### src/tcd_pkg.sv
// Shared types and immediate-decode helpers for the Thumb instruction class decoder.
package tcd_pkg;

  localparam int unsigned HalfW = 16;
  localparam int unsigned ImmW  = 32;

  typedef enum logic [3:0] {
    CLS_NONE    = 4'd0,
    CLS_BL      = 4'd1,
    CLS_BCOND   = 4'd2,
    CLS_B       = 4'd3,
    CLS_LDRLIT  = 4'd4,
    CLS_LDRIMM  = 4'd5,
    CLS_LDRBIMM = 4'd6,
    CLS_LDRREG  = 4'd7,
    CLS_ADD     = 4'd8,
    CLS_MOVT    = 4'd9,
    CLS_MOV     = 4'd10,
    CLS_CMP     = 4'd11,
    CLS_AND     = 4'd12,
    CLS_PUSH    = 4'd13,
    CLS_STR     = 4'd14
  } insn_class_e;

  typedef struct packed {
    insn_class_e       cls;
    logic              wide;
    logic [3:0]        rd;
    logic [3:0]        rn;
    logic [3:0]        rm;
    logic [ImmW-1:0]   imm;
    logic [HalfW-1:0]  list;
    logic              frame;
    logic [1:0]        sh;
    logic              post;
    logic              wb;
  } decode_t;

  // i:imm3:imm8 from the two halfwords of a wide data-processing encoding
  function automatic logic [11:0] wide_imm12(input logic [HalfW-1:0] a,
                                             input logic [HalfW-1:0] b);
    return {a[10], b[14:12], b[7:0]};
  endfunction

  function automatic logic [15:0] wide_imm16(input logic [HalfW-1:0] a,
                                             input logic [HalfW-1:0] b);
    return {a[3:0], wide_imm12(a, b)};
  endfunction

  // Thumb-2 modified immediate: byte replication or rotated 1:imm7
  function automatic logic [ImmW-1:0] expand_mod_imm(input logic [11:0] imm12);
    logic [7:0]        by;
    logic [ImmW-1:0]   rv;
    logic [2*ImmW-1:0] dbl;
    by  = imm12[7:0];
    rv  = {24'd0, 1'b1, imm12[6:0]};
    dbl = {rv, rv} >> imm12[11:7];
    if (imm12[11:10] == 2'b00) begin
      case (imm12[9:8])
        2'd0:    return {24'd0, by};
        2'd1:    return {8'd0, by, 8'd0, by};
        2'd2:    return {by, 8'd0, by, 8'd0};
        default: return {by, by, by, by};
      endcase
    end
    return dbl[ImmW-1:0];
  endfunction

  // BL/BLX offset: sign-extended S:I1:I2:imm10:imm11:0
  function automatic logic [ImmW-1:0] bl_imm(input logic [HalfW-1:0] a,
                                             input logic [HalfW-1:0] b);
    logic s, i1, i2;
    s  = a[10];
    i1 = ~(b[13] ^ s);
    i2 = ~(b[11] ^ s);
    return {{8{s}}, i1, i2, a[9:0], b[10:0], 1'b0};
  endfunction

endpackage

### src/thumb_instruction_class_decoder.sv
// Thumb/Thumb-2 instruction class decoder: input register, decode, result register.
//
// Takes one instruction word per cycle (first and second halfword) while in_stall_o
// is low and returns its width, class and decoded operand fields. Throughput is one
// word per clock while in_stall_o is low. An accepted word waits in the input
// register; a single combinational decode pass then loads its decoded fields into
// the result register, which drives the outputs. The two register stages advance
// independently: while a finished result waits under out_stall_i the input register
// still takes one more word, and in_stall_o rises only once both stages are full and
// the output is stalled. Fields a class does not define read 0.
module thumb_instruction_class_decoder (
  input  logic                       clk_i,
  input  logic                       rst_ni,
  input  logic                       in_valid_i,
  output logic                       in_stall_o,
  input  logic [tcd_pkg::HalfW-1:0]  first_half_i,
  input  logic [tcd_pkg::HalfW-1:0]  second_half_i,
  output logic                       out_valid_o,
  input  logic                       out_stall_i,
  output logic [3:0]                 insn_class_o,
  output logic                       is_wide_o,
  output logic [3:0]                 dest_reg_o,
  output logic [3:0]                 base_reg_o,
  output logic [3:0]                 index_reg_o,
  output logic [tcd_pkg::ImmW-1:0]   immediate_o,
  output logic [tcd_pkg::HalfW-1:0]  reg_list_o,
  output logic                       frame_push_o,
  output logic [1:0]                 shift_amount_o,
  output logic                       post_indexed_o,
  output logic                       writeback_o
);
  import tcd_pkg::*;

  logic             s1_valid_q, s1_valid_d;
  logic [HalfW-1:0] a_q, b_q;
  logic             s2_valid_q, s2_valid_d;
  decode_t          res_q, dec;
  logic             s2_load, s1_load;

  assign s2_load    = s1_valid_q && (!s2_valid_q || !out_stall_i);
  assign s1_load    = in_valid_i && !in_stall_o;
  assign in_stall_o = s1_valid_q && s2_valid_q && out_stall_i;

  assign s1_valid_d = s1_load || (s1_valid_q && !s2_load);
  assign s2_valid_d = s2_load || (s2_valid_q && out_stall_i);

  always_ff @(posedge clk_i or negedge rst_ni) begin
    if (!rst_ni) begin
      s1_valid_q <= 1'b0;
      s2_valid_q <= 1'b0;
    end else begin
      s1_valid_q <= s1_valid_d;
      s2_valid_q <= s2_valid_d;
    end
  end

  always_ff @(posedge clk_i) begin
    if (s1_load) begin
      a_q <= first_half_i;
      b_q <= second_half_i;
    end
    if (s2_load) begin
      res_q <= dec;
    end
  end

  // priority decode: first matching class wins
  always_comb begin
    logic [HalfW-1:0] a, b;
    a = a_q;
    b = b_q;
    dec      = '0;
    dec.cls  = CLS_NONE;
    dec.wide = (a[15:13] == 3'b111) && (a[12:11] != 2'b00);

    if ((a & 16'hF800) == 16'hF000 &&
        ((b & 16'hD000) == 16'hD000 || (b & 16'hD001) == 16'hC000)) begin
      dec.cls = CLS_BL;
      dec.imm = bl_imm(a, b);
    end else if (a[15:12] == 4'hD && a[11:8] != 4'hF && a[11:8] != 4'hE) begin
      dec.cls = CLS_BCOND;
    end else if ((a & 16'hF800) == 16'hE000 ||
                 ((a & 16'hF800) == 16'hF000 && (b & 16'hD000) == 16'h9000)) begin
      dec.cls = CLS_B;
    end else if ((a & 16'hF800) == 16'h4800) begin
      dec.cls = CLS_LDRLIT;
      dec.rd  = {1'b0, a[10:8]};
      dec.rn  = 4'd15;
      dec.imm = {22'd0, a[7:0], 2'b00};
    end else if ((a & 16'hFF7F) == 16'hF85F) begin
      dec.cls = CLS_LDRLIT;
      dec.rd  = b[15:12];
      dec.rn  = 4'd15;
      // U clear: subtract offset
      dec.imm = a[7] ? {20'd0, b[11:0]} : (ImmW'(0) - {20'd0, b[11:0]});
    end else if ((a & 16'hF800) == 16'h6800) begin
      dec.cls = CLS_LDRIMM;
      dec.rd  = {1'b0, a[2:0]};
      dec.rn  = {1'b0, a[5:3]};
      dec.imm = {25'd0, a[10:6], 2'b00};
    end else if ((a & 16'hF800) == 16'h7800) begin
      dec.cls = CLS_LDRBIMM;
      dec.rd  = {1'b0, a[2:0]};
      dec.rn  = {1'b0, a[5:3]};
      dec.imm = {27'd0, a[10:6]};
    end else if ((a & 16'hFE00) == 16'h5800) begin
      dec.cls = CLS_LDRREG;
      dec.rd  = {1'b0, a[2:0]};
      dec.rn  = {1'b0, a[5:3]};
      dec.rm  = {1'b0, a[8:6]};
    end else if ((a & 16'hFFF0) == 16'hF850 && (b & 16'h0FC0) == 16'h0000) begin
      dec.cls = CLS_LDRREG;
      dec.rd  = b[15:12];
      dec.rn  = a[3:0];
      dec.rm  = b[3:0];
      dec.sh  = b[5:4];
    end else if ((a & 16'hFE00) == 16'h1800) begin
      dec.cls = CLS_ADD;
      dec.rd  = {1'b0, a[2:0]};
      dec.rn  = {1'b0, a[5:3]};
      dec.rm  = {1'b0, a[8:6]};
    end else if ((a & 16'hFF00) == 16'h4400) begin
      dec.cls = CLS_ADD;
      dec.rd  = {a[7], a[2:0]};
      dec.rn  = {a[7], a[2:0]};
      dec.rm  = a[6:3];
    end else if ((a & 16'hFFE0) == 16'hEB00) begin
      dec.cls = CLS_ADD;
      dec.rd  = b[11:8];
      dec.rn  = a[3:0];
      dec.rm  = b[3:0];
    end else if ((a & 16'hFBF0) == 16'hF2C0 && !b[15]) begin
      dec.cls = CLS_MOVT;
      dec.rd  = b[11:8];
      dec.imm = {16'd0, wide_imm16(a, b)};
    end else if ((a & 16'hF800) == 16'h2000) begin
      dec.cls = CLS_MOV;
      dec.rd  = {1'b0, a[10:8]};
      dec.imm = {24'd0, a[7:0]};
    end else if ((a & 16'hFBEF) == 16'hF04F && !b[15]) begin
      dec.cls = CLS_MOV;
      dec.rd  = b[11:8];
      dec.imm = expand_mod_imm(wide_imm12(a, b));
    end else if ((a & 16'hFBF0) == 16'hF240 && !b[15]) begin
      dec.cls = CLS_MOV;
      dec.rd  = b[11:8];
      dec.imm = {16'd0, wide_imm16(a, b)};
    end else if ((a & 16'hF800) == 16'h2800) begin
      dec.cls = CLS_CMP;
      dec.rn  = {1'b0, a[10:8]};
      dec.imm = {24'd0, a[7:0]};
    end else if ((a & 16'hFBF0) == 16'hF1B0 && (b & 16'h8F00) == 16'h0F00) begin
      dec.cls = CLS_CMP;
      dec.rn  = a[3:0];
      dec.imm = expand_mod_imm(wide_imm12(a, b));
    end else if ((a & 16'hFBE0) == 16'hF000 && !b[15]) begin
      dec.cls = CLS_AND;
      dec.rn  = a[3:0];
      dec.rd  = b[11:8];
      dec.imm = expand_mod_imm(wide_imm12(a, b));
    end else if ((a & 16'hFE00) == 16'hB400) begin
      dec.cls  = CLS_PUSH;
      dec.rn   = 4'd13;
      dec.list = {1'b0, a[8], 6'd0, a[7:0]};
    end else if (a == 16'hE92D) begin
      dec.cls  = CLS_PUSH;
      dec.rn   = 4'd13;
      dec.list = b;
    end else if (a == 16'hF84D && (b & 16'h0FFF) == 16'h0D04) begin
      // single-register push is STR Rt, [SP, #-4]!
      dec.cls  = CLS_PUSH;
      dec.rn   = 4'd13;
      dec.list = HalfW'(1) << b[15:12];
    end else if ((a & 16'hF800) == 16'h6000) begin
      dec.cls  = CLS_STR;
      dec.rd   = {1'b0, a[2:0]};
      dec.rn   = {1'b0, a[5:3]};
      dec.imm  = {25'd0, a[10:6], 2'b00};
      dec.post = 1'b1;
    end else if ((a & 16'hF800) == 16'h9000) begin
      dec.cls  = CLS_STR;
      dec.rd   = {1'b0, a[10:8]};
      dec.rn   = 4'd13;
      dec.imm  = {22'd0, a[7:0], 2'b00};
      dec.post = 1'b1;
    end else if ((a & 16'hFFF0) == 16'hF8C0) begin
      dec.cls  = CLS_STR;
      dec.rd   = b[15:12];
      dec.rn   = a[3:0];
      dec.imm  = {20'd0, b[11:0]};
      dec.post = 1'b1;
    end else if ((a & 16'hFFF0) == 16'hF840 && b[11]) begin
      dec.cls  = CLS_STR;
      dec.rd   = b[15:12];
      dec.rn   = a[3:0];
      dec.imm  = {24'd0, b[7:0]};
      dec.post = b[10];
      dec.wb   = b[8];
    end

    dec.frame = (dec.cls == CLS_PUSH) && dec.list[14];
  end

  assign out_valid_o    = s2_valid_q;
  assign insn_class_o   = res_q.cls;
  assign is_wide_o      = res_q.wide;
  assign dest_reg_o     = res_q.rd;
  assign base_reg_o     = res_q.rn;
  assign index_reg_o    = res_q.rm;
  assign immediate_o    = res_q.imm;
  assign reg_list_o     = res_q.list;
  assign frame_push_o   = res_q.frame;
  assign shift_amount_o = res_q.sh;
  assign post_indexed_o = res_q.post;
  assign writeback_o    = res_q.wb;

  // a word taken into an empty pipe passes the input register, then the result register, before out_valid_o rises
  assert property (@(posedge clk_i) disable iff (!rst_ni)
    (in_valid_i && !in_stall_o && !s1_valid_q && !s2_valid_q) |=> ##1 out_valid_o)
    else $error("accepted word did not reach the output");

  assert property (@(posedge clk_i) disable iff (!rst_ni)
    (out_valid_o && insn_class_o == CLS_NONE) |->
      (immediate_o == '0 && reg_list_o == '0 && dest_reg_o == '0 && base_reg_o == '0))
    else $error("unmatched word carries operand fields");

  assert property (@(posedge clk_i) disable iff (!rst_ni)
    (out_valid_o && (frame_push_o || reg_list_o != '0)) |-> (insn_class_o == CLS_PUSH))
    else $error("register list outside push");

  assert property (@(posedge clk_i) disable iff (!rst_ni)
    (out_valid_o && (writeback_o || post_indexed_o)) |-> (insn_class_o == CLS_STR))
    else $error("store flags outside str");

  assert property (@(posedge clk_i) disable iff (!rst_ni)
    (out_valid_o && shift_amount_o != 2'd0) |-> (insn_class_o == CLS_LDRREG && is_wide_o))
    else $error("shift amount outside wide ldr register");

endmodule
### config.mk
export PLATFORM = sky130hd
export DESIGN_NAME = thumb_instruction_class_decoder
export DESIGN_NICKNAME = d
export VERILOG_FILES = /design/src/tcd_pkg.sv /design/src/thumb_instruction_class_decoder.sv
export SDC_FILE = /design/constraint.sdc
export NUM_CORES = 1
export LEC_CHECK = 0
export ABC_CLOCK_PERIOD_IN_PS = 6100
export BUFFER_PORTS_ARGS = -buffer_cell sky130_fd_sc_hd__buf_2
export CAP_MARGIN = 20
export CORE_MARGIN = 4
export CORE_UTILIZATION = 53
export DETAILED_ROUTE_END_ITERATION = 8
export PLACE_DENSITY = 0.78
export RECOVER_POWER = 100
export SYNTH_ARGS = -nofsm -noshare
export SYNTH_HDL_FRONTEND = slang
export SYNTH_SLANG_ARGS = --single-unit
### constraint.sdc
create_clock -name clk_i -period 6.1 [get_ports clk_i]
set_input_delay 0.305 -clock clk_i [delete_from_list [all_inputs] [get_ports clk_i]]
set_output_delay 0.305 -clock clk_i [all_outputs]
set_load 0.005 [all_outputs]
==> impl_metrics.prom <==
# TYPE chip_impl_metric gauge
chip_impl_info{name="clockRootBuffer",value="sky130_fd_sc_hd__clkbuf_16"} 1
chip_impl_metric{name="seq_area_frac_synth",unit=""} 0.421
chip_impl_metric{name="finalCoreUtilization",unit=""} 0.610
chip_impl_metric{name="yosysWarnings",unit=""} 0
chip_impl_info{name="endpoint_kind_of_the_worst_setup_timing_path",value="flip-flop"} 1
chip_impl_metric{name="netSwitchingPower",unit="mW"} 0.547
chip_impl_info{name="violations",value="max-capacitance violations, max-slew violations"} 1
chip_impl_metric{name="globalRouteTotalUtil",unit=""} 0.367
chip_impl_metric{name="powerDensity",unit="nW/µm²"} 218
chip_impl_metric{name="routed_wl",unit="µm"} 30100
chip_impl_metric{name="cts.clk_slew.worst_paths",unit="ns"} 0.08
chip_impl_metric{name="post_synth_instance_area",unit="µm²"} 7400
chip_impl_metric{name="fill_cells",unit=""} 1218
chip_impl_metric{name="netlist-cell-type-count",unit=""} 87
chip_impl_metric{name="max-clock-path-buffers",unit=""} 2
chip_impl_metric{name="share_clk_of_total_power",unit=""} 0.332
chip_impl_metric{name="final_net_count",unit=""} 903
chip_impl_metric{name="required",unit="ns"} 6.26
chip_impl_metric{name="hold_ws",unit="ns"} 0.110
chip_impl_metric{name="wl_per_cell",unit="µm"} 28.7
chip_impl_metric{name="synth-edff-count",unit=""} 102
chip_impl_metric{name="postCtsResizedCells",unit=""} 0
chip_impl_metric{name="timing_hold_violations_final",unit=""} 0
chip_impl_metric{name="dp_hpwl",unit="µm"} 20400
chip_impl_info{name="setup_repair_after_global_routing_missed_its_margin",value="false"} 1
chip_impl_metric{name="power.ir.vdd_worst",unit="mV"} 0.200
chip_impl_metric{name="synth_area_per_cell",unit="µm²"} 9.20
chip_impl_metric{name="synth_nets",unit=""} 841
chip_impl_metric{name="total_leakage_power",unit="nW"} 2.98
chip_impl_metric{name="drive_gt1_frac",unit=""} 0.168
chip_impl_metric{name="synth-async-reset-ratio",unit=""} 0.0192
chip_impl_metric{name="htree_num_levels",unit=""} 3
chip_impl_metric{name="post-cts-setup-buffers",unit=""} 0
chip_impl_metric{name="design.core.area",unit="µm²"} 13500
chip_impl_metric{name="max_slew.worst_pin.slew",unit="ns"} 4.03
chip_impl_metric{name="cts_buffers",unit=""} 9
chip_impl_metric{name="clock_latency_of_the_later_clocked_register_in_the_worst_skew_pair",unit="ns"} 0.36
chip_impl_metric{name="postSynthCellCount",unit=""} 804
chip_impl_info{name="hp-class",value="in2reg"} 1
chip_impl_metric{name="drt_drc_violations_left",unit=""} 0
chip_impl_metric{name="finClkSkew",unit="ns"} 0.00920
chip_impl_metric{name="initial_utilization",unit=""} 0.550
chip_impl_metric{name="setup_viol_count_final",unit=""} 0
chip_impl_metric{name="finalWorstPathRequiredPeriod",unit="ns"} 4.50
chip_impl_info{name="cts_tree",value="yes"} 1
chip_impl_metric{name="setup_tns_final",unit="ns"} 0
chip_impl_metric{name="timing.final.ws_setup",unit="ns"} 1.60
chip_impl_metric{name="largest_net_degree_at_the_start_of_global_routing",unit=""} 71
chip_impl_metric{name="vias",unit=""} 7909
chip_impl_metric{name="area_grow_syn2layout",unit="%"} 11.0
chip_impl_info{name="mostFrequentLayoutCell",value="sky130_fd_sc_hd__edfxtp_1"} 1
chip_impl_info{name="status",value="finished, violations left"} 1
chip_impl_info{name="ys.flop_type",value="sky130_fd_sc_hd__edfxtp_1"} 1
chip_impl_metric{name="cellInternalPower",unit="mW"} 1.24
chip_impl_metric{name="initial_antenna_violation_count",unit=""} 0
chip_impl_metric{name="timing.max_slew.rel_slack",unit=""} -1.69
chip_impl_info{name="kind_of_start_point_of_the_critical_path",value="flip-flop"} 1
chip_impl_metric{name="initialDrtViolationCount",unit=""} 1573
chip_impl_metric{name="cts_hold_buffers",unit=""} 1
chip_impl_metric{name="place_congestion",unit=""} 1.12
chip_impl_metric{name="synth_seq_cells",unit=""} 104
chip_impl_metric{name="netSwitchingFraction",unit=""} 0.306
chip_impl_info{name="criticalPathCategory",value="reg2reg"} 1
chip_impl_metric{name="antenna_violating_nets_post_route",unit=""} 0
chip_impl_metric{name="number_of_port_buffers",unit=""} 107
chip_impl_metric{name="grt.overflow.total",unit=""} 0
chip_impl_metric{name="area_enclosed_by_the_die_boundary",unit="µm²"} 15900
chip_impl_metric{name="top_level_ports",unit=""} 108
chip_impl_metric{name="placement.cell_area",unit="µm²"} 7970
chip_impl_metric{name="grt_pass1_vias",unit=""} 7369
chip_impl_metric{name="seq_power_share",unit=""} 0.504
chip_impl_metric{name="dieHeight",unit="µm"} 126
chip_impl_metric{name="maxCapViolations",unit=""} 3
chip_impl_metric{name="cts.sinks",unit=""} 104
chip_impl_metric{name="rows",unit=""} 42
chip_impl_metric{name="die_x",unit="µm"} 126
chip_impl_metric{name="finalInstanceArea",unit="µm²"} 8210
chip_impl_metric{name="comb_power_share",unit=""} 0.164
chip_impl_metric{name="critPathMaxFanout",unit=""} 16
chip_impl_metric{name="max_clock_freq",unit="MHz"} 222
chip_impl_info{name="mostFrequentLayoutCells",value="102 x sky130_fd_sc_hd__edfxtp_1, 71 x sky130_fd_sc_hd__buf_2, 67 x sky130_fd_sc_hd__nand2_1"} 1
chip_impl_metric{name="dp_worst_setup_slack",unit="ns"} 2.59
chip_impl_metric{name="timing.final.max_slew_violations",unit=""} 113
chip_impl_metric{name="global_route_wire_length_before_repair",unit="µm"} 44900
chip_impl_metric{name="drt_pre_antenna_iters",unit=""} 8
chip_impl_metric{name="vias_per_cell",unit=""} 7.55
chip_impl_metric{name="crit_arrival",unit="ns"} 4.67
chip_impl_metric{name="final_min_period_over_clock_period",unit=""} 0.738
[worst paths after layout]
check                                   from              to  slack [ns]  cells past startpoint
max in group asynchronous             rst_ni      s1_valid_q        5.71                      2
setup reg to reg                      a_q[8]  immediate_o[0]        1.60                      6
hold / removal             second_half_i[13]         b_q[13]        0.11                      1
min in group asynchronous             rst_ni     out_valid_o        0.26                      2
setup / recovery                      a_q[8]  immediate_o[0]        1.60                      6
hold reg to reg                   s1_valid_q     out_valid_o        0.51                      1
[stage by stage]
stage / cells / power (mW)
final: 1048 / 1.79
after global routing: 1047 / 1.84
after CTS: 1045 / 1.77
after detailed placement: 1028 / 1.19
after global placement: 1028 / 1.19
after floorplan: 804 / 1.07
[critical path: stages (launching register included)]
cell	delay, ns
sky130_fd_sc_hd__edfxtp_1	0.73
sky130_fd_sc_hd__or3b_4	0.56
sky130_fd_sc_hd__nor4_1	1.26
sky130_fd_sc_hd__o21ai_0	0.51
sky130_fd_sc_hd__nor3_1	0.84
sky130_fd_sc_hd__nor4_1	0.11
sky130_fd_sc_hd__o211ai_1	0.29
[area by class of cell]
| cell class | count | area [µm²] | area share |
|---|---|---|---|
| timing repair buffer | 133 | 677 | 0.0825 |
| clock inverter | 6 | 60.1 | 0.00732 |
| multi-input combinational | 603 | 3840 | 0.468 |
| clock buffer | 10 | 239 | 0.0291 |
| tap | 176 | 220 | 0.0268 |
| inverter | 15 | 56.3 | 0.00686 |
| sequential | 104 | 3110 | 0.379 |
| antenna | 1 | 2.50 | 0.000305 |
[cell families after synthesis]
logic type                 after synthesis  synth area share
AOI/OAI and AO/OA                      276             0.255
xor gates and xnor gates                 8           0.00947
adders and majority gates                1           0.00169
buffers and inverters                   97            0.0575
DFF                                    104             0.421
muxes                                   22            0.0310
and+or+nand+nor                        296             0.225
[state kept, by name, summed over array words and instances (netlist names)]
| name | flops |
|---|---|
| immediate_o | 32 |
| a_q | 16 |
| b_q | 16 |
| reg_list_o | 16 |
| base_reg_o | 4 |
| dest_reg_o | 4 |
| index_reg_o | 4 |
| insn_class_o | 4 |
| shift_amount_o | 2 |
| frame_push_o | 1 |
| is_wide_o | 1 |
| out_valid_o | 1 |
| post_indexed_o | 1 |
| s1_valid_q | 1 |
| writeback_o | 1 |
[cell usage after synthesis (5+ instances only)]
| library cell | count | share of area |
|---|---|---|
| sky130_fd_sc_hd__o21a_1 | 6 | 0.0061 |
| sky130_fd_sc_hd__and3_1 | 9 | 0.0076 |
| sky130_fd_sc_hd__and2_1 | 5 | 0.0042 |
| sky130_fd_sc_hd__nand2_1 | 67 | 0.034 |
| sky130_fd_sc_hd__o22ai_1 | 16 | 0.014 |
| sky130_fd_sc_hd__xnor2_1 | 5 | 0.0059 |
| sky130_fd_sc_hd__nor4_1 | 15 | 0.013 |
| sky130_fd_sc_hd__a22o_1 | 8 | 0.0095 |
| sky130_fd_sc_hd__a21o_1 | 5 | 0.0051 |
| sky130_fd_sc_hd__a21oi_1 | 54 | 0.037 |
| sky130_fd_sc_hd__o21ai_1 | 5 | 0.0034 |
| sky130_fd_sc_hd__a211o_1 | 5 | 0.0059 |
| sky130_fd_sc_hd__nand2b_1 | 8 | 0.0068 |
| sky130_fd_sc_hd__nand4_1 | 8 | 0.0068 |
| sky130_fd_sc_hd__nor2b_1 | 7 | 0.0059 |
| sky130_fd_sc_hd__a32oi_1 | 7 | 0.0083 |
| sky130_fd_sc_hd__clkbuf_1 | 52 | 0.026 |
| sky130_fd_sc_hd__or4_1 | 5 | 0.0051 |
| sky130_fd_sc_hd__o21ai_0 | 61 | 0.041 |
| sky130_fd_sc_hd__o211ai_1 | 6 | 0.0061 |
| sky130_fd_sc_hd__buf_2 | 22 | 0.015 |
| sky130_fd_sc_hd__or3_1 | 10 | 0.0085 |
| sky130_fd_sc_hd__nand3b_1 | 5 | 0.0051 |
| sky130_fd_sc_hd__or2_2 | 7 | 0.0059 |
| sky130_fd_sc_hd__nor2_1 | 62 | 0.031 |
| sky130_fd_sc_hd__a221oi_1 | 13 | 0.015 |
| sky130_fd_sc_hd__a22oi_1 | 27 | 0.027 |
| sky130_fd_sc_hd__inv_1 | 13 | 0.0066 |
| sky130_fd_sc_hd__mux2_2 | 7 | 0.011 |
| sky130_fd_sc_hd__nor3_1 | 30 | 0.020 |
| sky130_fd_sc_hd__mux2i_1 | 15 | 0.020 |
| sky130_fd_sc_hd__a211oi_1 | 7 | 0.0071 |
| sky130_fd_sc_hd__nand3_1 | 17 | 0.012 |
| sky130_fd_sc_hd__nand4b_1 | 8 | 0.0095 |
| sky130_fd_sc_hd__edfxtp_1 | 102 | 0.41 |
[per-layer routing]
metal  part of all wire  vias up  global-route usage
li1                   -     3257                   -
met1               0.36     3687               0.501
met2               0.42      804               0.531
met3               0.16      161               0.119
met4              0.056        0               0.166
met5                  0        -                   0
[power by group through the flow]
stage          Clock [mW]  Combinational [mW]  Sequential, mW
6_report            0.594               0.293           0.901
5_1_grt             0.625               0.310           0.903
4_1_cts             0.595               0.287           0.891
3_5_place_dp            0               0.285           0.907
3_3_place_gp            0               0.284           0.904
2_1_floorplan           0               0.187           0.883
Note: power is estimated with default switching activity, not from simulation.
